<file path="src/rtl/cdws_pkg.sv">
package cdws_pkg;

  localparam int DENOM_SLOTS = 10;
  localparam int DRINK_SLOTS = 6;
  localparam int NUM_DENOMS_DEF = 10;
  localparam int NUM_DRINKS_DEF = 6;

  localparam int DENOM_IW = 4;
  localparam int STEP_W = 4;
  localparam int CFG_IW = 3;
  localparam int CFG_DW = 16;
  localparam int MONEY_W = 16;
  localparam int CENT_W = 10;
  localparam int COUNT_W = 8;
  localparam int RECIP_W = 32;
  localparam int RECIP_SH = 31;
  localparam int PROD_W = MONEY_W + RECIP_W;

  typedef enum logic [1:0] {
    STAT_OK     = 2'd0,
    STAT_REJECT = 2'd1,
    STAT_SHORT  = 2'd2
  } status_t;

  typedef enum logic [2:0] {
    ST_IDLE,
    ST_CHECK,
    ST_DIV,
    ST_TAKE,
    ST_SUB,
    ST_FIN,
    ST_RES
  } state_t;

  typedef enum logic {
    REQ_BUY  = 1'b0,
    REQ_LOAD = 1'b1
  } req_kind_t;

  typedef struct packed {
    logic                 req_type;
    logic [2:0]           drink_select;
    logic [MONEY_W-1:0]   amount_paid;
    logic [CENT_W-1:0]    preferred_value;
    logic [3:0]           load_index;
    logic [COUNT_W-1:0]   load_count;
  } req_t;

  typedef struct packed {
    status_t              status;
    logic [COUNT_W-1:0]   coins_1c;
    logic [COUNT_W-1:0]   coins_2c;
    logic [COUNT_W-1:0]   coins_5c;
    logic [COUNT_W-1:0]   coins_10c;
    logic [COUNT_W-1:0]   coins_20c;
    logic [COUNT_W-1:0]   coins_50c;
    logic [COUNT_W-1:0]   coins_1e;
    logic [COUNT_W-1:0]   coins_2e;
    logic [COUNT_W-1:0]   coins_5e;
    logic [COUNT_W-1:0]   coins_10e;
  } rsp_t;

  typedef struct packed {
    logic in_fire;
    logic is_load;
    logic check_ok;
    logic out_free;
  } seq_sts_t;

  typedef struct packed {
    logic              ready;
    logic              check;
    logic              div;
    logic              take;
    logic              sub;
    logic              fin;
    logic              res;
    logic [STEP_W-1:0] step;
  } seq_ctl_t;

  function automatic logic [CENT_W-1:0] denom_cents(input logic [DENOM_IW-1:0] k);
    logic [CENT_W-1:0] v;
    case (k)
      4'd0:    v = 10'd1;
      4'd1:    v = 10'd2;
      4'd2:    v = 10'd5;
      4'd3:    v = 10'd10;
      4'd4:    v = 10'd20;
      4'd5:    v = 10'd50;
      4'd6:    v = 10'd100;
      4'd7:    v = 10'd200;
      4'd8:    v = 10'd500;
      4'd9:    v = 10'd1000;
      default: v = 10'd0;
    endcase
    return v;
  endfunction

  // ceil(2^31 / denomination): exact quotient for any 16-bit amount
  function automatic logic [RECIP_W-1:0] denom_recip(input logic [DENOM_IW-1:0] k);
    logic [RECIP_W-1:0] v;
    case (k)
      4'd0:    v = 32'd2147483648;
      4'd1:    v = 32'd1073741824;
      4'd2:    v = 32'd429496730;
      4'd3:    v = 32'd214748365;
      4'd4:    v = 32'd107374183;
      4'd5:    v = 32'd42949673;
      4'd6:    v = 32'd21474837;
      4'd7:    v = 32'd10737419;
      4'd8:    v = 32'd4294968;
      4'd9:    v = 32'd2147484;
      default: v = 32'd0;
    endcase
    return v;
  endfunction

  function automatic logic [COUNT_W-1:0] stock_reset(input logic [DENOM_IW-1:0] k);
    logic [COUNT_W-1:0] v;
    case (k)
      4'd0:    v = 8'd50;
      4'd1:    v = 8'd50;
      4'd2:    v = 8'd5;
      4'd3:    v = 8'd50;
      4'd4:    v = 8'd5;
      4'd5:    v = 8'd3;
      4'd6:    v = 8'd3;
      4'd7:    v = 8'd10;
      4'd8:    v = 8'd3;
      4'd9:    v = 8'd1;
      default: v = 8'd0;
    endcase
    return v;
  endfunction

  function automatic logic [MONEY_W-1:0] price_reset(input logic [2:0] d);
    logic [MONEY_W-1:0] v;
    case (d)
      3'd0:    v = 16'd70;
      3'd1:    v = 16'd80;
      3'd2:    v = 16'd60;
      3'd3:    v = 16'd50;
      3'd4:    v = 16'd50;
      3'd5:    v = 16'd140;
      default: v = 16'd0;
    endcase
    return v;
  endfunction

endpackage

</file>
<file path="src/rtl/cdws_mul.sv">
module cdws_mul (
  input  logic                          clk,
  input  logic [cdws_pkg::MONEY_W-1:0]  a,
  input  logic [cdws_pkg::RECIP_W-1:0]  b,
  output logic [cdws_pkg::PROD_W-1:0]   prod
);
  import cdws_pkg::*;

  always_ff @(posedge clk) begin
    prod <= PROD_W'(a) * PROD_W'(b);
  end

endmodule

</file>
<file path="src/rtl/cdws_seq.sv">
module cdws_seq #(
  parameter int NUM_DENOMS = cdws_pkg::NUM_DENOMS_DEF
) (
  input  logic               clk,
  input  logic               rst,
  input  cdws_pkg::seq_sts_t sts,
  output cdws_pkg::seq_ctl_t ctl
);
  import cdws_pkg::*;

  state_t            state;
  state_t            state_next;
  logic [STEP_W-1:0] step;
  logic              last_step;

  assign last_step = (step == STEP_W'(NUM_DENOMS));

  always_comb begin
    state_next = state;
    case (state)
      ST_IDLE: begin
        if (sts.in_fire) begin
          state_next = sts.is_load ? ST_RES : ST_CHECK;
        end
      end
      ST_CHECK: state_next = sts.check_ok ? ST_DIV : ST_RES;
      ST_DIV:   state_next = ST_TAKE;
      ST_TAKE:  state_next = ST_SUB;
      ST_SUB:   state_next = last_step ? ST_FIN : ST_DIV;
      ST_FIN:   state_next = ST_RES;
      ST_RES: begin
        if (sts.out_free) begin
          state_next = ST_IDLE;
        end
      end
      default:  state_next = ST_IDLE;
    endcase
  end

  always_comb begin
    ctl = '0;
    ctl.step = step;
    case (state)
      ST_IDLE:  ctl.ready = 1'b1;
      ST_CHECK: ctl.check = 1'b1;
      ST_DIV:   ctl.div = 1'b1;
      ST_TAKE:  ctl.take = 1'b1;
      ST_SUB:   ctl.sub = 1'b1;
      ST_FIN:   ctl.fin = 1'b1;
      ST_RES:   ctl.res = 1'b1;
      default:  ctl.ready = 1'b0;
    endcase
  end

  always_ff @(posedge clk) begin
    if (rst) begin
      state <= ST_IDLE;
      step  <= '0;
    end else begin
      state <= state_next;
      if (state == ST_CHECK) begin
        step <= '0;
      end else if (state == ST_SUB) begin
        step <= step + STEP_W'(1);
      end
    end
  end

endmodule

</file>
<file path="src/rtl/change_dispenser_with_stock.sv">
// Load word: goes from IDLE straight to RES; the result is registered from RES, then IDLE takes the next word.
// Rejected purchase: IDLE, CHECK, then RES, and back to IDLE for the next word.
// Accepted purchase: CHECK, then DIV, TAKE and SUB for each denomination pass, then FIN and RES;
// the shared multiplier divides in DIV and multiplies back in TAKE, preference pass first.
// One word in flight; a new word is taken while the previous result waits.
// Reset restores prices and coin stock to their defaults and empties the output.
module change_dispenser_with_stock #(
  parameter int NUM_DENOMS = cdws_pkg::NUM_DENOMS_DEF,
  parameter int NUM_DRINKS = cdws_pkg::NUM_DRINKS_DEF
) (
  input  logic                        clk,
  input  logic                        rst,
  input  logic                        in_valid,
  output logic                        in_ready,
  input  cdws_pkg::req_t              in_data,
  output logic                        out_valid,
  input  logic                        out_ready,
  output cdws_pkg::rsp_t              out_data,
  input  logic                        cfg_we,
  input  logic [cdws_pkg::CFG_IW-1:0] cfg_index,
  input  logic [cdws_pkg::CFG_DW-1:0] cfg_data
);
  import cdws_pkg::*;

  localparam int AV_IW = (NUM_DENOMS > 1) ? $clog2(NUM_DENOMS) : 1;
  localparam int DR_IW = (NUM_DRINKS > 1) ? $clog2(NUM_DRINKS) : 1;

  logic [MONEY_W-1:0]  prices [NUM_DRINKS];
  logic [COUNT_W-1:0]  stock  [NUM_DENOMS];
  logic [COUNT_W-1:0]  avail  [NUM_DENOMS];
  logic [COUNT_W-1:0]  given  [NUM_DENOMS];
  logic [COUNT_W-1:0]  coins  [DENOM_SLOTS];

  req_t                req;
  logic [DENOM_IW-1:0] pidx;
  logic                pref_ok;
  logic [DENOM_IW-1:0] pidx_in;
  logic                pref_ok_in;
  logic [MONEY_W-1:0]  rest;
  status_t             status;

  seq_sts_t            sts;
  seq_ctl_t            ctl;

  logic                in_fire;
  logic                out_free;
  logic                drink_ok;
  logic [MONEY_W-1:0]  price;
  logic                check_ok;
  logic [DENOM_IW-1:0] k;
  logic [COUNT_W-1:0]  avail_k;
  logic [MONEY_W-1:0]  quot;
  logic [COUNT_W-1:0]  n;
  logic [MONEY_W-1:0]  mul_a;
  logic [RECIP_W-1:0]  mul_b;
  logic [PROD_W-1:0]   prod;
  rsp_t                rsp;

  assign in_ready = ctl.ready;
  assign in_fire  = in_valid && in_ready;
  assign out_free = !out_valid || out_ready;

  always_comb begin
    pidx_in    = '0;
    pref_ok_in = 1'b0;
    for (int i = 0; i < NUM_DENOMS; i++) begin
      if (denom_cents(DENOM_IW'(i)) == in_data.preferred_value) begin
        pidx_in    = DENOM_IW'(i);
        pref_ok_in = 1'b1;
      end
    end
  end

  assign drink_ok = ({29'd0, req.drink_select} < NUM_DRINKS);
  assign price    = prices[req.drink_select[DR_IW-1:0]];
  assign check_ok = drink_ok && (req.amount_paid >= price) && pref_ok;

  assign sts.in_fire  = in_fire;
  assign sts.is_load  = (in_data.req_type == REQ_LOAD);
  assign sts.check_ok = check_ok;
  assign sts.out_free = out_free;

  cdws_seq #(
    .NUM_DENOMS(NUM_DENOMS)
  ) u_seq (
    .clk(clk),
    .rst(rst),
    .sts(sts),
    .ctl(ctl)
  );

  // preference pass first, then largest denomination down to the smallest
  assign k = (ctl.step == '0) ? pidx
           : DENOM_IW'(NUM_DENOMS) - DENOM_IW'(ctl.step);
  assign avail_k = avail[k[AV_IW-1:0]];
  assign quot = prod[RECIP_SH +: MONEY_W];
  assign n = (quot > MONEY_W'(avail_k)) ? avail_k : quot[COUNT_W-1:0];

  always_comb begin
    if (ctl.div) begin
      mul_a = rest;
      mul_b = denom_recip(k);
    end else begin
      mul_a = MONEY_W'(n);
      mul_b = RECIP_W'(denom_cents(k));
    end
  end

  cdws_mul u_mul (
    .clk(clk),
    .a(mul_a),
    .b(mul_b),
    .prod(prod)
  );

  always_ff @(posedge clk) begin
    if (rst) begin
      for (int i = 0; i < NUM_DRINKS; i++) begin
        prices[i] <= price_reset(3'(i));
      end
    end else if (cfg_we && ({29'd0, cfg_index} < NUM_DRINKS)) begin
      prices[cfg_index[DR_IW-1:0]] <= cfg_data[MONEY_W-1:0];
    end
  end

  always_ff @(posedge clk) begin
    if (rst) begin
      for (int i = 0; i < NUM_DENOMS; i++) begin
        stock[i] <= stock_reset(DENOM_IW'(i));
      end
    end else if (in_fire && in_data.req_type == REQ_LOAD) begin
      if ({28'd0, in_data.load_index} < NUM_DENOMS) begin
        stock[in_data.load_index[AV_IW-1:0]] <= in_data.load_count;
      end
    end else if (ctl.fin && rest == '0) begin
      for (int i = 0; i < NUM_DENOMS; i++) begin
        stock[i] <= avail[i];
      end
    end
  end

  always_ff @(posedge clk) begin
    if (in_fire) begin
      req     <= in_data;
      pidx    <= pidx_in;
      pref_ok <= pref_ok_in;
      status  <= STAT_OK;
      for (int i = 0; i < NUM_DENOMS; i++) begin
        given[i] <= '0;
      end
    end
    if (ctl.check) begin
      rest <= req.amount_paid - price;
      if (!check_ok) begin
        status <= STAT_REJECT;
      end
      for (int i = 0; i < NUM_DENOMS; i++) begin
        avail[i] <= stock[i];
      end
    end
    if (ctl.take) begin
      avail[k[AV_IW-1:0]] <= avail_k - n;
      given[k[AV_IW-1:0]] <= given[k[AV_IW-1:0]] + n;
    end
    if (ctl.sub) begin
      rest <= rest - prod[MONEY_W-1:0];
    end
    if (ctl.fin) begin
      status <= (rest == '0) ? STAT_OK : STAT_SHORT;
    end
  end

  always_comb begin
    for (int i = 0; i < DENOM_SLOTS; i++) begin
      coins[i] = '0;
    end
    for (int i = 0; i < NUM_DENOMS; i++) begin
      coins[i] = (status == STAT_OK) ? given[i] : '0;
    end
    rsp.status    = status;
    rsp.coins_1c  = coins[0];
    rsp.coins_2c  = coins[1];
    rsp.coins_5c  = coins[2];
    rsp.coins_10c = coins[3];
    rsp.coins_20c = coins[4];
    rsp.coins_50c = coins[5];
    rsp.coins_1e  = coins[6];
    rsp.coins_2e  = coins[7];
    rsp.coins_5e  = coins[8];
    rsp.coins_10e = coins[9];
  end

  always_ff @(posedge clk) begin
    if (rst) begin
      out_valid <= 1'b0;
    end else if (ctl.res && out_free) begin
      out_valid <= 1'b1;
    end else if (out_ready) begin
      out_valid <= 1'b0;
    end
  end

  always_ff @(posedge clk) begin
    if (ctl.res && out_free) begin
      out_data <= rsp;
    end
  end

endmodule
</file>
<file path="config.mk">
export PLATFORM = sky130hd
export DESIGN_NAME = change_dispenser_with_stock
export DESIGN_NICKNAME = d
export VERILOG_FILES = /design/src/rtl/cdws_pkg.sv /design/src/rtl/cdws_mul.sv /design/src/rtl/cdws_seq.sv /design/src/rtl/change_dispenser_with_stock.sv
export SDC_FILE = /design/constraint.sdc
export NUM_CORES = 2
export LEC_CHECK = 0
export BUFFER_PORTS_ARGS = -buffer_cell sky130_fd_sc_hd__buf_2
export CAP_MARGIN = 40
export CORE_MARGIN = 2
export CORE_UTILIZATION = 35
export CTS_BUF_LIST = sky130_fd_sc_hd__clkbuf_8
export CTS_CLUSTER_SIZE = 8
export DETAILED_ROUTE_END_ITERATION = 16
export GPL_ROUTABILITY_DRIVEN = 0
export PLACE_DENSITY = 0.5
export SYNTH_ARGS = -nofsm -noshare
export SYNTH_HDL_FRONTEND = slang
export SYNTH_SLANG_ARGS = --single-unit
</file>
<file path="constraint.sdc">
create_clock -name clk -period 9.75 [get_ports clk]
set_input_delay 2.925 -clock clk [delete_from_list [all_inputs] [get_ports clk]]
set_output_delay 2.925 -clock clk [all_outputs]
set_load 0.1 [all_outputs]
</file>
==> results.md <==
- Post-DR wirelength/cell: 22.8 um
- Syn-to-layout area delta: 15.0%
- Utilization after layout: 0.406
- Effective utilization at floorplan: 0.353
- Crit path DAT: 10,080 ps
- Width of the die: 360 um
- Tot GR Track Use: 0.213
- Worst setup EP type: flip-flop
- Clock latency at the later pin of the worst-skew pair: 800 ps
- Post-route ant nets: 0
- HP Start: req[38]$_DFFE_PP_
- Crit share post-route: 0.963
- Maximum root-to-sink buffer count: 3
- Max H-tree Level: 3
- Multi-input gate area: 23,400 um2
- Die ar.: 130,000 um2
- RSZ-0062 raised after global routing: no
- Post-synth EDFFs: 586
- Die Ht: 360 um
- Crit. Startpoint: u_seq.step[0]$_SDFFE_PP0P_
- Routed vias: 31,000
- Clk slew on worst S/H paths: 60 ps
- Mean Syn Cell Area: 11.1 um2
- CP dominant cell by count: fa_1
- Most common flop cell mapped by yosys: edfxtp_1
- Routed wire length: 138 mm
- Clock sinks: 631
- Global route total overflow: 0
- Largest net degree at the start of global routing: 81
- Crit-path leading delay family: adder cells
- Initial antenna violation count: 3
- Status: finished, final reports clean
- Final Skew: 56.9 ps
- Slowest CP cell: fa_1
- CTS tree: built
- Crit path buffers/inverters: 11
- Startpoint types: flip-flop
- Fin crit period: 9390 ps
- CP Class: reg2reg
- Worst stage delay on the critical path: 520 ps
- I/O pin count: 150
- Vias per inst: 5.12
- Final count of pins violating max slew: 0
- Post-Syn Area: 44,300 um2
- Crit path required time: 10,440 ps
- First-pass GRT wire length: 206 mm
- Root Buffer Master: clkbuf_8
- Synth area leaders: edfxtp_1 (40%), fa_1 (18%), ha_1 (5.5%)
- PortBufs: 149
- Area share of the leading cell type in the synthesized netlist: 0.397
- Post-CTS Hold Fix Bufs: 0
- Register area: 18,500 um2
- CP max FO: 7
- Setup TNS: 0 ps
- Syn Inst Count: 3,976
- Register area share after synthesis: 0.417
- Max-Cap Viols: 0
- Critical R2R Launch: u_seq.step[0]$_SDFFE_PP0P_
- Yosys cell types: 80
- FMAX: 0.106 GHz
- Layout cells sized above 1: 0.162
- Worst Tran Pin Value: 845 ps
- Hold slack: 473 ps
- Filler cells: 12,200
- Post-synth top cells: edfxtp_1 (586), inv_1 (562), nand2_1 (453)
- Final #Nets: 4,984
- Cell accounting for the most synthesized area: edfxtp_1
- Cell Rows: 130
- Vias in the first global route: 32,100
- Core Footprint: 126,000 um2
- Pre-antenna DRT Iters: 5
- Relative slew slack: 0.435
- Fin. Hold Viols: 0
- Hold/Removal Path Class: reg2reg
- DRC: 0
- Yosys Warn Count: 0
- Detailed-placement wirelength estimate: 104 mm
- TritonCTS Buffers: 106
- Async SR Flop Fraction: 0
- Yosys reg bits: 631
- Initial drt markers: 2,457
- Most common cell in the netlist: edfxtp_1
- Setup-failing EPs final: 0
[per-stage QoR]
step / cells / setup WS (ps) / cell area (um2)
6_report: 6058 / 357 / 51000
5_1_grt: 6058 / 5.66 / 51000
4_1_cts: 6046 / 5.19 / 50700
3_5_place_dp: 5851 / -208 / 48600
3_3_place_gp: 5821 / -6.34 / 48200
2_1_floorplan: 4007 / 192 / 44400
[cells by family (layout without fill, tap and decap cells)]
logic type | Yosys count | after routing | share of synthesized area
flip-flops | 631 | 631 | 0.417
AND/OR/NAND/NOR | 1319 | 1319 | 0.136
buffers and inverters | 749 | 1145 | 0.0643
other | 1 | 37 | 0.0000846
XOR/XNOR | 69 | 69 | 0.0138
AO/OA/AOI/OAI | 446 | 446 | 0.0650
multiplexers | 162 | 162 | 0.0661
adder cells (fa/ha/maj) | 599 | 599 | 0.238
[cells in the final DEF (no fill, tap or decap), types with 12 or more instances in the layout]
cell type    n
inv_1      599
edfxtp_1   586
nand2_1    451
fa_1       402
nor2_1     382
buf_4      205
ha_1       190
buf_2      151
and2_1     140
o21ai_0    134
clkbuf_8   110
mux4_2      96
a21oi_1     85
nor3_1      77
nand3_1     70
a22o_1      60
and3_1      47
dfxtp_1     43
mux2i_1     39
xnor2_1     38
nand2b_1    32
a21o_1      32
conb_1      32
xor2_1      30
nor2b_1     29
clkinv_1    24
o22a_1      22
or3_1       21
a31oi_1     16
nand4_1     13
or2_2       12
buf_8       12
[per-layer routing]
metal,vias up,wire length (um),track usage
li1,14000,-,-
met1,15700,60400,0.295
met2,1023,64400,0.343
met3,237,8640,0.0336
met4,2,4410,0.0682
met5,-,7,0
[registers in the layout, indices dropped and copies added, names as in the netlist, named ones only]
signal	count
avail	128
given	128
out_data	82
out_valid	1
pidx	4
pref_ok	1
prices	128
req	19
rest	16
status	2
stock	80
u_mul.prod	32
u_seq.state	3
u_seq.step	4
[timing repair]
action	4_1_cts	5_1_grt
endpoints found under the hold margin	0	0
setup endpoints to repair	5	13
buffers inserted	3	6
gates cloned	0	1
pin swaps	1	15
resized for setup	9	56
[final timing paths]
check                           endpoint  slack, ps  cells past startpoint
setup reg to reg  u_mul.prod[31]$_DFF_P_        360                     41
hold reg to reg                flip-flop        470                      1
setup / recovery  u_mul.prod[31]$_DFF_P_        360                     41
hold / removal                 flip-flop        470                      1
[area by class of cell]
cell class                 count  area share
sequential                   631       0.363
clock buffer                 110      0.0297
clock inverter                82     0.00911
antenna                        5    0.000245
multi-input combinational   2627       0.460
inverter                     564      0.0418
timing repair inverter         1    0.000172
timing repair buffer         388      0.0557
tap                         1650      0.0405
Power is not shown: default switching activity piles up to over one toggle a cycle in this logic, so the estimate is an artifact.
